### src/rtl/core/cpc_pkg.sv
// Shared types and constants for the candlestick pattern classifier.
// No dependencies; every other file in rtl/core imports this package.
`default_nettype none

package cpc_pkg;

    localparam int PRICE_BITS  = 32;
    localparam int CODE_BITS   = 4;
    localparam int IN_FIELDS   = 4;
    localparam int IN_TDATA_W  = ((IN_FIELDS * PRICE_BITS + 7) / 8) * 8;
    localparam int OUT_TDATA_W = ((CODE_BITS + 7) / 8) * 8;

    typedef logic [PRICE_BITS-1:0] price_t;
    typedef logic [CODE_BITS-1:0]  code_t;

    // Pattern codes, in priority order.
    localparam code_t PAT_NONE           = 4'd0;
    localparam code_t PAT_HAMMER         = 4'd1;
    localparam code_t PAT_INV_HAMMER     = 4'd2;
    localparam code_t PAT_HANGING_MAN    = 4'd3;
    localparam code_t PAT_SHOOTING_STAR  = 4'd4;
    localparam code_t PAT_BULL_ENGULFING = 4'd5;
    localparam code_t PAT_BEAR_ENGULFING = 4'd6;
    localparam code_t PAT_BULL_HARAMI    = 4'd7;
    localparam code_t PAT_BEAR_HARAMI    = 4'd8;
    localparam code_t PAT_BULL_KICKER    = 4'd9;
    localparam code_t PAT_BEAR_KICKER    = 4'd10;

    typedef struct packed {
        price_t open_price;
        price_t high_price;
        price_t low_price;
        price_t close_price;
    } candle_t;

    // Derived sizes of one candle.
    typedef struct packed {
        price_t body;
        price_t wick;
        price_t tail;
        price_t top;
        price_t bot;
        logic   bull;
        logic   bear;
    } feat_t;

endpackage

`default_nettype wire

### src/rtl/core/cpc_candle.sv
// Derives body, upper wick, lower tail and direction of one candle.
// Depends on cpc_pkg.
`default_nettype none

module cpc_candle (
    input  wire cpc_pkg::candle_t candle,
    output cpc_pkg::feat_t        feat
);
    import cpc_pkg::*;

    logic   bull;
    price_t top;
    price_t bot;

    assign bull = candle.close_price > candle.open_price;
    assign top  = bull ? candle.close_price : candle.open_price;
    assign bot  = bull ? candle.open_price  : candle.close_price;

    always_comb begin
        feat.bull = bull;
        feat.bear = candle.close_price < candle.open_price;
        feat.top  = top;
        feat.bot  = bot;
        feat.body = top - bot;
        // Inconsistent prices saturate the shadows at zero.
        feat.wick = (candle.high_price > top) ? candle.high_price - top : '0;
        feat.tail = (bot > candle.low_price) ? bot - candle.low_price : '0;
    end

endmodule

`default_nettype wire

### src/rtl/core/cpc_classify.sv
// Priority encoder over the single- and two-candle pattern tests.
// Depends on cpc_pkg.
`default_nettype none

module cpc_classify (
    input  wire cpc_pkg::feat_t cur,
    input  wire cpc_pkg::price_t prev_open,
    input  wire cpc_pkg::price_t prev_close,
    output cpc_pkg::code_t       code
);
    import cpc_pkg::*;

    logic   prv_bull;
    logic   prv_bear;
    price_t ptop;
    price_t pbot;
    price_t pbody;
    logic   hammer;
    logic   inv_hammer;
    logic   gap_up;
    logic   gap_down;
    logic   up_turn;
    logic   down_turn;

    assign prv_bull = prev_close > prev_open;
    assign prv_bear = prev_close < prev_open;
    assign ptop     = prv_bull ? prev_close : prev_open;
    assign pbot     = prv_bull ? prev_open  : prev_close;
    assign pbody    = ptop - pbot;

    // Twice the body needs one extra bit, so both sides are widened.
    assign hammer     = ({1'b0, cur.tail} > {cur.body, 1'b0}) && (cur.wick < cur.body);
    assign inv_hammer = ({1'b0, cur.wick} > {cur.body, 1'b0}) && (cur.tail < cur.body);

    assign gap_up    = ptop < cur.bot;
    assign gap_down  = cur.top < pbot;
    assign up_turn   = prv_bear && cur.bull;
    assign down_turn = prv_bull && cur.bear;

    always_comb begin
        if (cur.bull && hammer) begin
            code = PAT_HAMMER;
        end else if (cur.bear && inv_hammer) begin
            code = PAT_INV_HAMMER;
        end else if (down_turn && gap_up && hammer) begin
            code = PAT_HANGING_MAN;
        end else if (down_turn && gap_up && inv_hammer) begin
            code = PAT_SHOOTING_STAR;
        end else if (up_turn && (pbody < cur.body)) begin
            code = PAT_BULL_ENGULFING;
        end else if (down_turn && (pbody < cur.body)) begin
            code = PAT_BEAR_ENGULFING;
        end else if (up_turn && (cur.body < pbody)) begin
            code = PAT_BULL_HARAMI;
        end else if (down_turn && (cur.body < pbody)) begin
            code = PAT_BEAR_HARAMI;
        end else if (up_turn && gap_up) begin
            code = PAT_BULL_KICKER;
        end else if (down_turn && gap_down) begin
            code = PAT_BEAR_KICKER;
        end else begin
            code = PAT_NONE;
        end
    end

endmodule

`default_nettype wire

### src/rtl/core/candlestick_pattern_classifier.sv
// Candlestick pattern classifier: input register, pattern logic, result register.
// Depends on cpc_pkg, cpc_candle and cpc_classify.
//
// Usage:
//   The slave channel (s_tvalid/s_tready/s_tdata) takes one candle per
//   transfer: open, high, low and close prices packed from the lowest bit up.
//   The master channel (m_tvalid/m_tready/m_tdata) returns exactly one
//   pattern code per candle, in order. Code 0 means no pattern.
//   After its transfer the candle is held in the input register while the
//   pattern logic works on it; m_tvalid rises when the code is loaded into
//   the result register.
//   Throughput is one candle per cycle while m_tready stays high;
//   the pair of registers lets a new candle in while a result is waiting.
//   The previous candle's open and close are kept internally and update as
//   each candle moves into the result register.
//   When the receiver stalls, the result register holds and the input
//   register fills; s_tready then drops until the result is taken.
//   Reset (aresetn low at a clock edge) empties both registers and clears
//   the stored candle to zero, so the first candle after reset can only
//   match a single-candle pattern.
`default_nettype none

module candlestick_pattern_classifier (
    input  wire                              aclk,
    input  wire                              aresetn,
    input  wire                              s_tvalid,
    output logic                             s_tready,
    // open_price, high_price, low_price, close_price
    input  wire [cpc_pkg::IN_TDATA_W-1:0]    s_tdata,
    output logic                             m_tvalid,
    input  wire                              m_tready,
    // pattern_code, zero padded
    output logic [cpc_pkg::OUT_TDATA_W-1:0]  m_tdata
);
    import cpc_pkg::*;

    logic    in_valid_reg;
    logic    in_valid_next;
    candle_t in_candle_reg;
    logic    out_valid_reg;
    logic    out_valid_next;
    code_t   out_code_reg;
    price_t  prev_open_reg;
    price_t  prev_close_reg;

    logic    out_en;
    logic    advance;
    logic    s_take;
    candle_t s_candle;
    feat_t   cur_feat;
    code_t   code;

    assign s_candle.open_price  = s_tdata[PRICE_BITS-1:0];
    assign s_candle.high_price  = s_tdata[2*PRICE_BITS-1:PRICE_BITS];
    assign s_candle.low_price   = s_tdata[3*PRICE_BITS-1:2*PRICE_BITS];
    assign s_candle.close_price = s_tdata[4*PRICE_BITS-1:3*PRICE_BITS];

    assign out_en   = !out_valid_reg || m_tready;
    assign advance  = in_valid_reg && out_en;
    assign s_tready = !in_valid_reg || out_en;
    assign s_take   = s_tvalid && s_tready;

    assign in_valid_next  = s_take || (in_valid_reg && !advance);
    assign out_valid_next = advance || (out_valid_reg && !m_tready);

    cpc_candle u_candle (
        .candle (in_candle_reg),
        .feat   (cur_feat)
    );

    cpc_classify u_classify (
        .cur        (cur_feat),
        .prev_open  (prev_open_reg),
        .prev_close (prev_close_reg),
        .code       (code)
    );

    always_ff @(posedge aclk) begin
        if (!aresetn) begin
            in_valid_reg   <= 1'b0;
            out_valid_reg  <= 1'b0;
            prev_open_reg  <= '0;
            prev_close_reg <= '0;
        end else begin
            in_valid_reg  <= in_valid_next;
            out_valid_reg <= out_valid_next;
            if (advance) begin
                prev_open_reg  <= in_candle_reg.open_price;
                prev_close_reg <= in_candle_reg.close_price;
            end
        end
    end

    always_ff @(posedge aclk) begin
        if (s_take) begin
            in_candle_reg <= s_candle;
        end
        if (advance) begin
            out_code_reg <= code;
        end
    end

    assign m_tvalid = out_valid_reg;
    assign m_tdata  = {{(OUT_TDATA_W-CODE_BITS){1'b0}}, out_code_reg};

endmodule

`default_nettype wire

### config.mk
export PLATFORM = sky130hd
export DESIGN_NAME = candlestick_pattern_classifier
export DESIGN_NICKNAME = d
export VERILOG_FILES = /design/src/rtl/core/cpc_pkg.sv /design/src/rtl/core/cpc_candle.sv /design/src/rtl/core/cpc_classify.sv /design/src/rtl/core/candlestick_pattern_classifier.sv
export SDC_FILE = /design/constraint.sdc
export NUM_CORES = 1
export LEC_CHECK = 0
export CORE_MARGIN = 2
export CORE_UTILIZATION = 63
export DETAILED_ROUTE_END_ITERATION = 8
export DONT_BUFFER_PORTS = 1
export PLACE_DENSITY = 0.82
export SETUP_SLACK_MARGIN = 0.02
export SYNTH_ARGS = -nofsm -noshare
export SYNTH_HDL_FRONTEND = slang
export SYNTH_SLANG_ARGS = --single-unit
### constraint.sdc
create_clock -name aclk -period 11.1 [get_ports aclk]
set_input_delay 1.11 -clock aclk [delete_from_list [all_inputs] [get_ports aclk]]
set_output_delay 1.11 -clock aclk [all_outputs]
set_load 0.1 [all_outputs]
==> summary.txt, run 1 <==
Starting density of the core - 0.639
Layout Skew - 0.0269 ns
Most instantiated library cell after synthesis - sky130_fd_sc_hd__ha_1
Max Fanout on Critical Path - 60
Time the worst path needs with I/O delays and setup - 9.47 ns
Sequential area share after synthesis - 0.239
Summed instance area of the synthesized netlist - 22100 sq um
Area contributors post-synth - sky130_fd_sc_hd__ha_1 (19%), sky130_fd_sc_hd__edfxtp_1 (18%), sky130_fd_sc_hd__dfxtp_1 (6.0%)
Async SR Flop Fraction - 0
Power spent charging and discharging nets - 0.00173 W
Setup Crit Path Kind - reg2reg
Number of clock buffers inserted by TritonCTS - 17
Placer Congestion - 1.01
Leading cell types by count after synthesis - sky130_fd_sc_hd__ha_1 (338), sky130_fd_sc_hd__nand2_1 (306), sky130_fd_sc_hd__inv_1 (242), sky130_fd_sc_hd__nor2_1 (218), sky130_fd_sc_hd__a21oi_1 (197)
Chip width - 191 um
Detailed router's first-iteration violation count - 1905
Hold Path End - prev_open_reg[27]
R2R depth - 35
Endpoint of the worst-slack reg-to-reg timing path - out_code_reg[3]
Met1 routed wirelength after detailed routing - 30.1 mm
Cell Pwr Density - 164 nW/um^2
Pin count of the biggest net entering global routing - 67
Post-CTS setup buffers - 0
CTS-repair resized insts - 0
Max Root-Sink Buffers - 2
Die Area - 36600 sq um
Worst hold-check path type - reg2reg
DRC - 0
Filler instances - 3022
Outcome - finished clean
Hold path cells - 2
FF+latch count, synth - 198
RSZ-0062 raised after global routing - no
Family with the most delay on the worst path - compound AO/OA/AOI/OAI gates
Skew-Pair Late Insertion Delay - 0.49 ns
Combinational Power Share - 0.575
Flop pwr share - 0.238
Accumulated negative setup slack - 0 ns
Met2 routed wirelength - 33.0 mm
Rel. slew slack - 0.264
Synth warnings - 0
Start point of the worst hold path - prev_open_reg[27]
PortBufs - 0
Number of enable flip-flop cells after synthesis - 132
Clock transition at path regs - 0.08 ns
Iteration count of the initial detailed-routing pass - 6
Max Slew Vio Count - 0
Data arrival time of the critical path - 9.68 ns
Buffers & Inverters on Critical Path - 3
Slew at the pin with the worst max-slew slack - 1.11 ns
Final hold violation count - 0
Pleak - 10.8 nW
Crit start category - flip-flop
Half-perimeter wire length of the detailed placement result - 60.8 mm
Cell type with the largest total area after synthesis - sky130_fd_sc_hd__ha_1
Post-Route Utilization - 0.666
Chip Height - 191 um
Proportion of power drawn by the clock network - 0.187
Mean routed wirelength per cell - 23.8 um
Via count of the first global-routing pass - 19500
Slowest Stage Delay on Critical Path - 0.71 ns
Total via count in the routed design - 20900
Post-synth top area share - 0.192
Highest-delay cell along the critical path - sky130_fd_sc_hd__a222oi_1
Critical path capture point type - flip-flop
Tightest hold margin - 0.471 ns
Number of distinct library cells after synthesis - 96
CTS tree - built
Total number of H-tree levels - 4
Worst reg2reg startpoint - in_candle_reg[27]
Master cell of the clock root buffer - sky130_fd_sc_hd__clkbuf_16
Switching power share of the total - 0.460
Post-synthesis average cell area - 8.02 sq um
Most frequently used flop master after synthesis - sky130_fd_sc_hd__edfxtp_1
Standard-cell row count - 68
Post-DRT Antenna Nets - 0
All-layer global routing usage - 0.408
Share of post-route cells with drive strength above 1 - 0.0411
Antenna violations before repair - 17
Cts-stage hold buffer count - 0
Leftover overflow at the end of global routing - 0
Wire length on met3 - 5.86 mm
Cell count after synthesis - 2753
Max reg flops - 128
Clk sinks - 198
Area added between synthesis and finish - 4.18%
Vias per inst - 6.59
Top sig layer - met5
Core Footprint - 34500 sq um
Setup slack on the worst flop-to-flop path - 1.63 ns
Final wirelength - 75.4 mm
Setup-violating endpoint count in the final report - 0
CP required - 11.31 ns
Layout Nets - 3161
Max VDD drop - 157 uV
Internal power contribution - 0.00204 W
Max Clk Rate - 0.106 GHz
Global-route wire length before repair - 111 mm
Maximum capacitance violations - 0
Portion of the clock cycle consumed by the worst path in the final layout - 0.853
Ports placed on the boundary - 142
worst min-delay path: cells and delay by family (launching register included):
kind	cells	cell delay [ns]
AOI/OAI and AO/OA	1	0.07
and+or+nand+nor	1	0.05
DFF	1	0.32
worst max path at each step:
stage	start	to	depth (start not counted)
2_1_floorplan	in_candle_reg[26]	out_code_reg[0]	41
3_3_place_gp	in_candle_reg[28]	out_code_reg[1]	37
3_5_place_dp	in_candle_reg[26]	out_code_reg[0]	35
4_1_cts	in_candle_reg[26]	out_code_reg[3]	35
5_1_grt	in_candle_reg[27]	out_code_reg[3]	35
6_report	in_candle_reg[27]	out_code_reg[3]	35
kinds of logic after synthesis:
logic type               share of synthesized area
AO/OA/AOI/OAI                                0.259
XOR/XNOR                                    0.0456
adder cells (fa/ha/maj)                      0.193
buffers and inverters                       0.0615
flip-flops                                   0.239
multiplexers                               0.00844
other                                     0.000170
AND/OR/NAND/NOR                              0.192
through the flow:
step | worst slack [ns] | total power (W) | instance area, sq um | cells
2_1_floorplan | 2.64 | 0.00244 | 22100 | 2756
3_3_place_gp | 2.10 | 0.00293 | 22300 | 3125
3_5_place_dp | 1.83 | 0.00300 | 22300 | 3125
4_1_cts | 1.84 | 0.00371 | 23000 | 3157
5_1_grt | 0.822 | 0.00401 | 23000 | 3165
6_report | 1.63 | 0.00377 | 23000 | 3170
metal layers:
metal,vias up,global-route usage
met5,-,0
met4,8,0.307
met3,228,0.0663
met2,1047,0.644
met1,9727,0.500
li1,9882,-
final cells by class:
type	instances	area (sq um)	area share
antenna	13	32.5	0.00141
clock buffer	18	429	0.0187
clock inverter	14	198	0.00859
inverter	243	912	0.0397
multi-input combinational	2214	15500	0.672
sequential	198	5290	0.230
tap	455	569	0.0247
timing repair buffer	15	113	0.00490
placed cells by master (no fill, tap or decap), types with 16 or more instances in the layout:
cell type	count
sky130_fd_sc_hd__nand3_1	41
sky130_fd_sc_hd__ha_1	338
sky130_fd_sc_hd__nor2_1	218
sky130_fd_sc_hd__and2_1	21
sky130_fd_sc_hd__dfxtp_1	66
sky130_fd_sc_hd__o21ai_0	156
sky130_fd_sc_hd__nor2b_1	42
sky130_fd_sc_hd__inv_1	241
sky130_fd_sc_hd__nand2_1	305
sky130_fd_sc_hd__o211ai_1	19
sky130_fd_sc_hd__a21boi_0	72
sky130_fd_sc_hd__nor3_1	55
sky130_fd_sc_hd__clkbuf_16	17
sky130_fd_sc_hd__and3_1	21
sky130_fd_sc_hd__xnor2_1	69
sky130_fd_sc_hd__a31oi_1	25
sky130_fd_sc_hd__nand2b_1	35
sky130_fd_sc_hd__nand4_1	64
sky130_fd_sc_hd__a21oi_1	197
sky130_fd_sc_hd__a211oi_1	16
sky130_fd_sc_hd__a21o_1	165
sky130_fd_sc_hd__edfxtp_1	132
sky130_fd_sc_hd__o21a_1	26
sky130_fd_sc_hd__xor2_1	46
sky130_fd_sc_hd__or2_2	16
power by group through the flow:
stage	logic (W)	registers (W)	clock network (W)
2_1_floorplan	0.00154	0.000900	0
4_1_cts	0.00211	0.000897	0.000709
5_1_grt	0.00237	0.000903	0.000735
6_report	0.00217	0.000899	0.000704
3_5_place_dp	0.00209	0.000913	0
3_3_place_gp	0.00202	0.000910	0
Note: power is estimated with default switching activity, not from simulation.
==> inputs of run 2 (changes only) <==
- CORE_ASPECT_RATIO: not set -> 1.5
- SETUP_SLACK_MARGIN: 0.02 -> 0.5
- SLEW_MARGIN: not set -> 0
==> run 2 against run 1 <==
Net effect:
- clock skew fell by 0.0028 ns
- core utilization fell by 0.49 points
- worst setup slack got worse by 0.41 ns
- via count rose by 0.86%
- non-clock buffer count rose by 3
- sequential share of layout area barely moved
- sequential power barely moved
- critical path type unchanged
- largest cell class unchanged
==> summary.txt, run 2 (synthesis results as in run 1) <==
Layout Nets - 3164
Data arrival time of the critical path - 10.10 ns
Switching power share of the total - 0.471
Pre-CTS WS - 1.68 ns
RSZ-0062 raised after global routing - no
Max Fanout on Critical Path - 31
Post-Route Utilization - 0.661
Ports placed on the boundary - 142
Met3 usage - 0.0614
Total via count in the routed design - 21100
All-layer global routing usage - 0.409
Endpoint of the worst-slack reg-to-reg timing path - out_code_reg[0]
Flop pwr share - 0.240
Share of post-route cells with drive strength above 1 - 0.0425
Starting density of the core - 0.635
Worst Setup EP - out_code_reg[0]
Mean routed wirelength per cell - 23.6 um
Rel. slew slack - 0.299
Finished layout cell area - 23000 sq um
Standard-cell row count - 84
Clock transition at path regs - 0.08 ns
Proportion of power drawn by the clock network - 0.172
Die Area - 36600 sq um
Slowest Stage Delay on Critical Path - 0.63 ns
Total number of H-tree levels - 4
Iteration count of the initial detailed-routing pass - 6
Pleak - 10.8 nW
CP required - 11.33 ns
Critical path capture point type - flip-flop
Top Usage Layer GRT - met2
Chip Height - 233 um
Antenna violations before repair - 6
Max Clk Rate - 0.101 GHz
Cts-stage hold buffer count - 0
Post-placement cell area - 22400 sq um
Chip width - 157 um
Global-route wire length before repair - 113 mm
Core Footprint - 34800 sq um
Final hold violation count - 0
Detailed router's first-iteration violation count - 2037
PnR worst setup slack - 1.23 ns
Tightest hold margin - 0.464 ns
Layout Skew - 0.0241 ns
CTS tree - built
Combinational Power Share - 0.588
Worst reg2reg startpoint - in_candle_reg[28]
Crit start category - flip-flop
Slew at the pin with the worst max-slew slack - 1.04 ns
Worst hold-check path type - reg2reg
Time the worst path needs with I/O delays and setup - 9.87 ns
Max VDD drop - 121 uV
Skew-Pair Late Insertion Delay - 0.49 ns
Via count of the first global-routing pass - 20400
Portion of the clock cycle consumed by the worst path in the final layout - 0.890
Clk sinks - 198
Outcome - finished clean
PortBufs - 0
Cell Pwr Density - 163 nW/um^2
Worst setup path startpoint - in_candle_reg[28]
Power spent charging and discharging nets - 0.00176 W
Max reg flops - 128
Max Slew Vio Count - 0
Most frequent cells in the layout - sky130_fd_sc_hd__ha_1 (338), sky130_fd_sc_hd__nand2_1 (305), sky130_fd_sc_hd__inv_1 (241), sky130_fd_sc_hd__nor2_1 (218), sky130_fd_sc_hd__a21oi_1 (197)
Half-perimeter wire length of the detailed placement result - 60.9 mm
Leftover overflow at the end of global routing - 0
Setup-violating endpoint count in the final report - 0
Met2 routing resource usage after global routing - 0.684
CTS-repair resized insts - 0
R2R depth - 36
Master cell of the clock root buffer - sky130_fd_sc_hd__clkbuf_16
Most common cell after layout, fill and taps aside - sky130_fd_sc_hd__ha_1
Internal power contribution - 0.00198 W
Met1 Use GR - 0.480
Setup Crit Path Kind - reg2reg
Post-CTS setup buffers - 0
Pin count of the biggest net entering global routing - 73
Accumulated negative setup slack - 0 ns
Highest-delay cell along the critical path - sky130_fd_sc_hd__a31oi_4
Final wirelength - 75.3 mm
Placer Congestion - 1.02
Maximum capacitance violations - 0
Max Root-Sink Buffers - 2
Number of clock buffers inserted by TritonCTS - 17
Vias per inst - 6.62
DRC - 0
Setup slack on the worst flop-to-flop path - 1.23 ns
Post-DRT Antenna Nets - 0
Area added between synthesis and finish - 4.14%
run 2: cell types whose count changed in the layout (fill, tap and decap cells not counted), moves of 2 or more:
cell                        change
sky130_fd_sc_hd__diode_2        -7
sky130_fd_sc_hd__bufinv_16      -4
sky130_fd_sc_hd__buf_4          +3
sky130_fd_sc_hd__clkinv_4       +2
sky130_fd_sc_hd__inv_6          +2
run 2: power by group through the flow:
stage / sequential [W] / combinational [W] / clock, W
2_1_floorplan: 0.000900 / 0.00154 / 0
3_3_place_gp: 0.000909 / 0.00207 / 0
3_5_place_dp: 0.000912 / 0.00212 / 0
4_1_cts: 0.000895 / 0.00214 / 0.000644
5_1_grt: 0.000902 / 0.00239 / 0.000664
6_report: 0.000897 / 0.00220 / 0.000644
run 2: area by class of cell:
cell class / count / area (sq um)
tap: 473 / 592
antenna: 6 / 15.0
clock buffer: 20 / 468
inverter: 243 / 912
multi-input combinational: 2214 / 15500
timing repair buffer: 18 / 135
sequential: 198 / 5290
fill: 3029 / 11800
clock inverter: 12 / 108
run 2: worst min-delay path by stage:
stage / startpoint / slack, ns / end / depth (start not counted)
2_1_floorplan: prev_open_reg[12] / 0.44 / prev_open_reg[12] / 2
3_3_place_gp: prev_open_reg[25] / 0.45 / prev_open_reg[25] / 2
3_5_place_dp: prev_open_reg[7] / 0.46 / prev_open_reg[7] / 2
4_1_cts: prev_open_reg[7] / 0.47 / prev_open_reg[7] / 2
5_1_grt: prev_open_reg[12] / 0.48 / prev_open_reg[12] / 2
6_report: prev_open_reg[12] / 0.46 / prev_open_reg[12] / 2
run 2: layer usage:
metal | share of wire | routed length, um | vias up
met2 | 0.47 | 35400 | 1054
met4 | 0.075 | 5660 | 0
li1 | - | - | 9852
met3 | 0.075 | 5660 | 284
met5 | 0 | 0 | -
met1 | 0.38 | 28500 | 9881
run 2: critical path, delay by kind of cell, from the launching register on:
kind	cells	cell delay, ns
fa+ha+maj	3	1.13
compound gates	17	4.55
buf+inv	1	0.44
xor+xnor	1	0.16
flops	1	0.45
simple gates	14	2.87
run 2: through the flow:
step	power [W]	std cells
6_report	0.00374	3184
5_1_grt	0.00396	3184
4_1_cts	0.00368	3178
3_5_place_dp	0.00304	3146
3_3_place_gp	0.00298	3146
2_1_floorplan	0.00244	2756
